## config.mk

```make
export PLATFORM = sky130hd
export DESIGN_NAME = tvrt_ram
export DESIGN_NICKNAME = d
export VERILOG_FILES = /design/src/rtl/tvrt_ram.sv
export SDC_FILE = /design/constraint.sdc
export NUM_CORES = 2
export LEC_CHECK = 0
export BUFFER_PORTS_ARGS = -buffer_cell sky130_fd_sc_hd__buf_2
export CAP_MARGIN = 0
export CORE_AREA = 10 10 476 362
export CTS_CLUSTER_DIAMETER = 150
export DETAILED_ROUTE_END_ITERATION = 10
export DIE_AREA = 0 0 486 372
export SYNTH_ARGS = -nofsm -noshare
export SYNTH_HDL_FRONTEND = slang
export SYNTH_SLANG_ARGS = --single-unit
```

## constraint.sdc

```tcl
create_clock -name clk -period 3.9 [get_ports clk]
set_input_delay 0.78 -clock clk [delete_from_list [all_inputs] [get_ports clk]]
set_output_delay 0.78 -clock clk [all_outputs]
set_load 0.02 [all_outputs]
```

## src/rtl/tvrt_ram.sv

```systemverilog
// Generic single-port RAM with registered read.
`default_nettype none
module tvrt_ram #(
	parameter int WIDTH = 4,
	parameter int DEPTH = 512
) (
	input  wire logic                                  clk,
	input  wire logic                                  we,
	input  wire logic [(DEPTH > 1 ? $clog2(DEPTH) : 1)-1:0] addr,
	input  wire logic [WIDTH-1:0]                      wdata,
	output logic      [WIDTH-1:0]                      rdata
);
	logic [WIDTH-1:0] mem [DEPTH];

	always_ff @(posedge clk) begin
		if (we) begin
			mem[addr] <= wdata;
		end
		rdata <= mem[addr];
	end
endmodule
`default_nettype wire

```

==> impl_metrics.ini <==
[cells_and_area]
syn2layout_area_growth_pct = 13.5
finalNonFillerCells = 6730
fin_nets = 4424
fin_util_pct = 56.2
drive_gt1_share_pct = 23.6
nFillCells = 12300
final_area_mm2 = 0.0918

[floorplan]
core_area_mm2 = 0.163
io_pins = 19
die_h_um = 372
die-area_mm2 = 0.181
start_util_pct = 49.5
rows = 129
die_w_um = 486

[synth]
synth_simple_gate_area_share_pct = 4.15
ys_seq_area_share_pct = 76.1
syn_nets = 4167
synth_compound_area_share_pct = 3.03
synth_top_area_cell = edfxtp_1
synth-adder-area-share_pct = 0
yosysWarningCount = 0
synth_xor_area_share_pct = 0
yosysUniqueCellTypes = 67
synth_cells = 4152
syn_avg_cell_area_um2 = 19.5
synth_top_area_share_pct = 76.0
synth.most_common_cell = edfxtp_1
synth_edf_count = 2048
synth_flop_cell = edfxtp_1
ys_top_cells_by_area = edfxtp_1, mux4_2, mux2i_1
synthMuxAreaShare_pct = 15.0
netlist_area_mm2 = 0.0809
synth_seq_cells = 2052
synth_commonest_cells = edfxtp_1, nor2_1, mux4_2, mux2i_1, clkbuf_1
synth-async-reset-ratio_pct = 0
synth_top_family_by_area = multiplexers

[power]
power_per_cell_area_mw_per_mm2 = 487
p_leak_nw = 28.9
ir_drop_mv = 0.487
fin_total_pwr_mw = 44.7

[route]
drtIter0Drc = 6057
drc_errors = 0
dr.pass1.iters = 6
vias_per_cell = 6.29
finalWirelength_mm = 215
num_vias = 42300
wl_per_cell_um = 32.0
route.antenna.remaining_nets = 0

[placed_design]
routabilityCongestion = 0.862
dp_hpwl_mm = 140
dpl.cell_count = 6380
port_buffers = 18
placed_cell_area_mm2 = 0.0858

[sta]
min_period_over_period_pct = 88.5
layout_min_cycle_time_ns = 3.45
hold_viol = 0
setup_tns_ns = 0
skew_ns = 0.0198
rsz0062_at_grt = false
worst_slew_pin_slew_ns = 1.06
drv_slew = 0
max_freq_ghz = 0.290
setup_viol = 0
slew_headroom_pct = 28.8

[setup_path]
rr_startpoint = mem[406][2]$_DFFE_PP_
arrival_ns = 4.12
cp_common_cell = buf_12
endpoint_kind = register
cp_num_buf_inv = 3
cp_slowest_stage_delay_ns = 0.65
start_kind = input port
reg2reg_depth = 7
crit_path_max_fanout = 28
worstPathCellList = buf_8 -> buf_12 -> buf_12 -> mux4_2 -> a221oi_1 -> nor2_1 -> a21oi_1 -> nor4b_1 -> nand4_1
crit_slowest_cell = nor4b_1
critPathRequiredTime_ns = 4.57
path_delay_family = simple AND/OR/NAND/NOR gates
rr_endpoint = rdata[2]$_DFF_P_
r2r_setup_slack_ns = 0.91
critPathKind = input port to register

[min_path]
hp-class = input port to register
whs_path_depth = 1
worstHoldStart = wdata[3]
holdPathEnd = mem[498][3]$_DFFE_PP_

[run_status]
outcome = complete, no violations

[grt]
antenna_found_initial = 15
grt_max_degree = 124
grt.total_usage_pct = 23.7
grt_pass1_wl_mm = 311
grt-ovfl-total = 0
first_global_vias = 41700

[clock_network]
root_buffer = clkbuf_16
post_cts_buffers = 0
postCtsHoldBufs = 0
clk_pin_slew_ns = 0.07
h-tree-depth = 4
numCtsBuffers = 188
cts_tree = yes
cts-resized-gates = 0
max-clock-path-buffers = 3
clk_latency_ns = 0.83
clock-sinks = 2052

[flow_run]
drv_cap = 0
[cells by family after synthesis]
logic type | Yosys count
AO/OA/AOI/OAI | 348
buffers and inverters | 291
flip-flops | 2052
multiplexers | 679
AND/OR/NAND/NOR | 782
[worst max path at each step]
stage,from,endpoint,slack (ns),cells past startpoint
2_1_floorplan,addr[1],rdata[2]$_DFF_P_,0.60,11
3_3_place_gp,addr[0],rdata[3]$_DFF_P_,-0.39,11
3_5_place_dp,addr[0],rdata[3]$_DFF_P_,-0.29,11
4_1_cts,addr[0],rdata[3]$_DFF_P_,0.57,11
5_1_grt,addr[0],rdata[3]$_DFF_P_,0.38,11
6_report,addr[0],rdata[1]$_DFF_P_,0.45,9
[metal layers]
metal / part of all wire, % / global-route usage [%]
met1: 43 / 35.9
met2: 44 / 34.9
met3: 10 / 5.58
met4: 2.5 / 5.96
met5: 0.0060 / 0
[cell type report]
type	count	area, µm²	share of cell area [%]
timing repair buffer	354	3460	3.77
inverter	4	17.5	0.0191
clock buffer	237	5040	5.49
multi-input combinational	1809	18100	19.7
sequential	2052	61600	67.1
tap	2161	2700	2.95
antenna	4	10.0	0.0109
clock inverter	109	897	0.977
[sequential cells by signal, indices dropped and copies added (netlist names)]
register  count
mem        2048
rdata         4
[cells in the final DEF, fill, tap and decap left out, types with 16 or more instances in the layout]
master        n
edfxtp_1   2048
nor2_1      539
mux4_2      418
buf_4       274
mux2i_1     242
clkbuf_16   195
a22oi_1      85
o22ai_1      68
nand2_1      66
buf_12       62
clkinv_1     45
clkbuf_1     42
clkinv_2     37
o21ai_0      35
a21oi_1      33
nand3_1      28
a221oi_1     21
a31oi_1      19
nor2b_1      17
nor3_1       17
nand4_1      16
[per-stage QoR]
stage / hold WS (ns) / setup WS, ns
after floorplan: 0.775 / 0.603
after global placement: 1.06 / -0.387
after detailed placement: 1.08 / -0.287
after CTS: 0.378 / 0.568
after global routing: 0.405 / 0.381
final: 0.408 / 0.449
[power breakdown]
part / internal [mW] / switching, mW / total [mW]
Sequential: 24.3 / 0.0224 / 24.3
Combinational: 0.859 / 1.46 / 2.32
Clock: 10.1 / 8.02 / 18.1
Total: 35.2 / 9.51 / 44.7
Note: power is estimated with default switching activity, not from simulation.
