$ cat src/rtl/tvrt_pkg.sv
// Shared types, constants and state codes for the two-level voxel ray traversal block.
`default_nettype none
package tvrt_pkg;

	// Default grid geometry
	localparam int CHUNK_EDGE_D = 8;
	localparam int CHUNKS_X_D   = 8;
	localparam int CHUNKS_Y_D   = 8;
	localparam int CHUNKS_Z_D   = 8;

	localparam logic [23:0] DIST_MAX  = 24'hFFFFFF;
	localparam logic [11:0] LIMIT_RST = 12'd256;

	// Command codes
	localparam logic CMD_WRITE = 1'b0;
	localparam logic CMD_CAST  = 1'b1;

	// Register indexes
	localparam logic [1:0] REG_CAM_X = 2'd0;
	localparam logic [1:0] REG_CAM_Y = 2'd1;
	localparam logic [1:0] REG_CAM_Z = 2'd2;
	localparam logic [1:0] REG_LIMIT = 2'd3;

	typedef struct packed {
		logic               command;
		logic [5:0]         write_x;
		logic [5:0]         write_y;
		logic [5:0]         write_z;
		logic [3:0]         write_block;
		logic signed [15:0] dir_x;
		logic signed [15:0] dir_y;
		logic signed [15:0] dir_z;
	} cmd_t;

	typedef struct packed {
		logic        hit;
		logic [5:0]  hit_x;
		logic [5:0]  hit_y;
		logic [5:0]  hit_z;
		logic [1:0]  hit_face;
		logic        neg_x;
		logic        neg_y;
		logic        neg_z;
		logic [3:0]  hit_block;
		logic [23:0] distance;
	} res_t;

	typedef enum logic [3:0] {
		ST_CLEAR,
		ST_IDLE,
		ST_WR_RD,
		ST_WR_WB,
		ST_DIV_GO,
		ST_DIV_WAIT,
		ST_MUL,
		ST_TMAX,
		ST_RD,
		ST_EV,
		ST_DONE
	} state_t;

endpackage
`default_nettype wire

$ cat src/rtl/tvrt_div.sv
// Bit-serial restoring divider: saturated 2^27 / mag, one quotient bit per cycle.
`default_nettype none
module tvrt_div (
	input  wire logic        clk,
	input  wire logic        arst_n,
	input  wire logic        start,
	input  wire logic [15:0] mag,
	output logic             done,
	output logic [23:0]      quot
);
	logic        run_q;
	logic [4:0]  cnt_q;
	logic [15:0] rem_q;
	logic [15:0] mag_q;
	logic [27:0] q_q;
	logic [16:0] rem2;

	// Next partial remainder: numerator has its only one at bit 27
	assign rem2 = {rem_q, (cnt_q == 5'd27)};

	always_ff @(posedge clk or negedge arst_n) begin
		if (!arst_n) begin
			run_q <= 1'b0;
			done  <= 1'b0;
			cnt_q <= '0;
		end else begin
			done <= run_q && (cnt_q == '0);
			if (start) begin
				run_q <= 1'b1;
				cnt_q <= 5'd27;
			end else if (run_q) begin
				cnt_q <= cnt_q - 5'd1;
				if (cnt_q == '0) begin
					run_q <= 1'b0;
				end
			end
		end
	end

	// Datapath
	always_ff @(posedge clk) begin
		if (start) begin
			rem_q <= '0;
			q_q   <= '0;
			mag_q <= mag;
		end else if (run_q) begin
			if (rem2 >= {1'b0, mag_q}) begin
				rem_q <= 16'(rem2 - {1'b0, mag_q});
				q_q   <= {q_q[26:0], 1'b1};
			end else begin
				rem_q <= rem2[15:0];
				q_q   <= {q_q[26:0], 1'b0};
			end
		end
	end

	assign quot = (mag_q == '0 || q_q[27:24] != '0) ? tvrt_pkg::DIST_MAX : q_q[23:0];
endmodule
`default_nettype wire

$ cat config.mk
export PLATFORM = sky130hd
export DESIGN_NAME = tvrt_div
export DESIGN_NICKNAME = d
export VERILOG_FILES = /design/src/rtl/tvrt_pkg.sv /design/src/rtl/tvrt_div.sv
export SDC_FILE = /design/constraint.sdc
export NUM_CORES = 1
export LEC_CHECK = 0
export BUFFER_PORTS_ARGS = -buffer_cell sky130_fd_sc_hd__buf_2
export CAP_MARGIN = 10
export CELL_PAD_IN_SITES_DETAIL_PLACEMENT = 1
export CELL_PAD_IN_SITES_GLOBAL_PLACEMENT = 1
export CORE_UTILIZATION = 40
export DETAILED_ROUTE_END_ITERATION = 8
export PLACE_DENSITY = 0.81
export SYNTH_ARGS = -nofsm -noshare
export SYNTH_HDL_FRONTEND = slang
export SYNTH_SLANG_ARGS = --single-unit
$ cat constraint.sdc
create_clock -name clk -period 2.8 [get_ports clk]
set_input_delay 0.42 -clock clk [delete_from_list [all_inputs] [get_ports clk]]
set_output_delay 0.42 -clock clk [all_outputs]
set_load 0.02 [all_outputs]
==> flow_summary.json <==
{
  "grt-ovfl-total": 0,
  "finalHoldViolCount": 0,
  "viasPerCell": 5.37,
  "antenna_found_initial": 0,
  "area_delta_synth_final_pct": 18.4,
  "synthDistinctLibCells": 46,
  "gp_congestion": 0.856,
  "clkSinkCount": 67,
  "post-dp-hpwl_um": 6070,
  "drv_slew": 0,
  "vdd_drop_max_uv": 357,
  "grt_pass1_vias": 2940,
  "cts_buffers": 9,
  "finalCriticalPeriod_ns": 2.71,
  "clock.fmax_mhz": 369,
  "rows": 33,
  "finalCritPeriodShare_pct": 96.8,
  "crit_path_start_kind": "flip-flop",
  "port-buffer-count": 43,
  "seq_power_share_pct": 35.2,
  "setup_violations": 0,
  "cts.root.buffer_cell": "clkbuf_8",
  "yosysTopAreaCell": "dfxtp_1",
  "hold_depth": 1,
  "cp.required_ns": 3.06,
  "start_util_pct": 42.2,
  "antenna_cells": 0,
  "ioPinCount": 44,
  "die-height_um": 96.1,
  "avgSynthCellArea_um2": 9.12,
  "core-area_um2": 8380,
  "synth_seq_cells": 67,
  "drt_iter0_drc": 113,
  "r2r_end": "rem_q[4]",
  "outcome": "complete, no violations",
  "finalNetCount": 473,
  "holdPathEnd": "mag_q[8]",
  "synthTopCellsByArea": "dfxtp_1, edfxtp_1, mux2i_1, ha_1, nor2_1",
  "grt_util_all_layers_pct": 20.5,
  "clockBufferDepth": 2,
  "post_drt_wl_per_cell_um": 16.2,
  "worst-r2r-setup-slack_ns": 0.09,
  "placed_cell_area_um2": 3890,
  "synth.top_cell.area_share_pct": 24.9,
  "synth-seq-area-share_pct": 43.4,
  "reg2reg_from": "cnt_q[1]",
  "nFillCells": 981,
  "grt_max_degree": 47,
  "worstHoldStart": "mag[8]",
  "drc": 0,
  "clk_pin_slew_ns": 0.08,
  "dieArea_um2": 9230,
  "crit_fanout": 5,
  "grt_pass1_wl_um": 14400,
  "cts_tree": "done",
  "arrival_ns": 2.97,
  "internal_power_mw": 2.19,
  "cp-end-kind": "flip-flop",
  "die_w_um": 96.1,
  "drive_gt1_share_pct": 26.0,
  "syn_inst": 388,
  "layout_common_cells": "nor2_1, dfxtp_1, buf_2",
  "switching_power_mw": 1.34,
  "syn_area_um2": 3540,
  "stdcell_area_um2": 4190,
  "hold_ws_ns": 0.235,
  "power_density_nw_per_um2": 842,
  "switching_share_pct": 37.9,
  "antenna_left": 0,
  "pwr-share-comb_pct": 40.7,
  "yosysWarnings": 0,
  "htreeDepth": 3,
  "vias": 2920,
  "totalWireLength_um": 8820,
  "critical_path_class": "flip-flop to flip-flop",
  "insertion_delay_ns": 0.36,
  "slew_headroom_pct": 50.1,
  "hold_class": "input pin to flip-flop",
  "final_common_cell": "nor2_1",
  "finalClockSkew_ns": 0.0113,
  "worst_pin_slew_ns": 0.749,
  "cap_violations": 0,
  "ff2ff_path_depth": 10,
  "leakagePower_nw": 2.10,
  "syn-num-nets": 427,
  "firstDrtPassIters": 6,
  "pwr-share-clk_pct": 24.2
}
state kept, by name, indices dropped and copies added (netlist names):
register  flops
done          1
q_q          28
cnt_q         5
mag_q        16
rem_q        16
run_q         1
area by class of cell:
class | count | area (um2) | share of cell area (%)
Multi-Input combinational cell | 279 | 1900 | 45.3
Tap cell | 105 | 131 | 3.14
Timing Repair Buffer | 57 | 335 | 8.00
Sequential cell | 67 | 1540 | 36.7
Inverter | 20 | 75.1 | 1.79
Clock inverter | 3 | 23.8 | 0.568
Clock buffer | 13 | 190 | 4.54
synthesized netlist by cell type (all sizes together):
library cell / instances
nand2b: 11
a31o: 1
o31ai: 1
a211oi: 3
nor3b: 3
xor2: 5
ha: 19
nor2: 51
or2: 25
o21a: 2
or3: 2
a21o: 5
mux2i: 27
nor4b: 1
dfxtp: 44
a22oi: 1
buf: 3
nand2: 34
o211ai: 1
inv: 20
o2111ai: 1
nand4b: 2
nor3: 4
dfrtp: 7
a21oi: 15
nor2b: 4
a311oi: 10
o22ai: 1
fa: 1
and3: 1
a31oi: 3
nor4: 8
edfxtp: 16
or3b: 2
xnor2: 9
nand4: 4
nand3: 7
o21bai: 1
o21ai: 13
mux2: 1
clkbuf: 19
worst max-delay path by stage:
| stage | startpoint | to | slack [ns] | depth (start not counted) |
|---|---|---|---|---|
| final | cnt_q[1] | rem_q[4] | 0.09 | 10 |
| after global routing | mag_q[6] | rem_q[4] | -0.04 | 9 |
| after CTS | cnt_q[1] | rem_q[4] | 0.05 | 10 |
| after detailed placement | cnt_q[1] | rem_q[14] | 0.08 | 11 |
| after global placement | cnt_q[0] | rem_q[14] | 0.19 | 11 |
| after floorplan | cnt_q[0] | rem_q[4] | 0.34 | 11 |
cells by family (layout without fill, tap and decap cells):
| family | Yosys count | after routing | synth area share, % |
|---|---|---|---|
| AOI/OAI and AO/OA | 58 | 58 | 10.7 |
| xor gates and xnor gates | 14 | 14 | 3.47 |
| adders and majority gates | 20 | 20 | 7.28 |
| buffers and inverters | 42 | 93 | 4.81 |
| DFF | 67 | 67 | 43.4 |
| muxes | 28 | 28 | 7.96 |
| and+or+nand+nor | 159 | 159 | 22.3 |
what timing repair did:
item | CTS | global route
buffers inserted | 0 | 1
setup endpoints to repair | 1 | 11
hold endpoints to repair | 7 | 0
hold buffers | 1 | 0
pin swaps | 0 | 4
gates resized for setup | 2 | 13
metrics by stage:
| step | TNS (ns) | setup slack (ns) | std cells | power [mW] | util (%) |
|---|---|---|---|---|---|
| after floorplan | 0 | 0.345 | 388 | 2.22 | - |
| after global placement | 0 | 0.189 | 526 | 2.53 | 46.5 |
| after CTS | 0 | 0.0522 | 543 | 3.45 | 49.2 |
| final | 0 | 0.0910 | 544 | 3.53 | 50.0 |
| after detailed placement | 0 | 0.0805 | 526 | 2.58 | 46.5 |
| after global routing | -0.0504 | -0.0405 | 544 | 3.74 | 50.0 |
layer usage:
layer | global-route usage (%) | routed length (um) | up-vias
li1 | - | - | 1431
met1 | 26.5 | 4000 | 1421
met2 | 32.8 | 4320 | 51
met3 | 3.08 | 261 | 17
met4 | 10.9 | 235 | 0
met5 | 0 | 0 | -
power by group through the flow:
stage	logic [mW]	clock network, mW	registers, mW
2_1_floorplan	0.996	0	1.22
6_report	1.43	0.852	1.24
4_1_cts	1.34	0.868	1.24
5_1_grt	1.57	0.906	1.26
3_5_place_dp	1.32	0	1.26
3_3_place_gp	1.28	0	1.25
worst max-delay path: stages, from the launching register on:
cell	delay [ns]
dfrtp_1	0.37
ha_1	0.17
nand4b_1	0.17
ha_2	0.27
nor2b_4	0.13
o2111ai_2	0.13
a211oi_2	0.32
nor3_4	0.10
o21a_2	0.26
or3_1	0.42
a311oi_2	0.28
(Power assumes the default switching activity.)
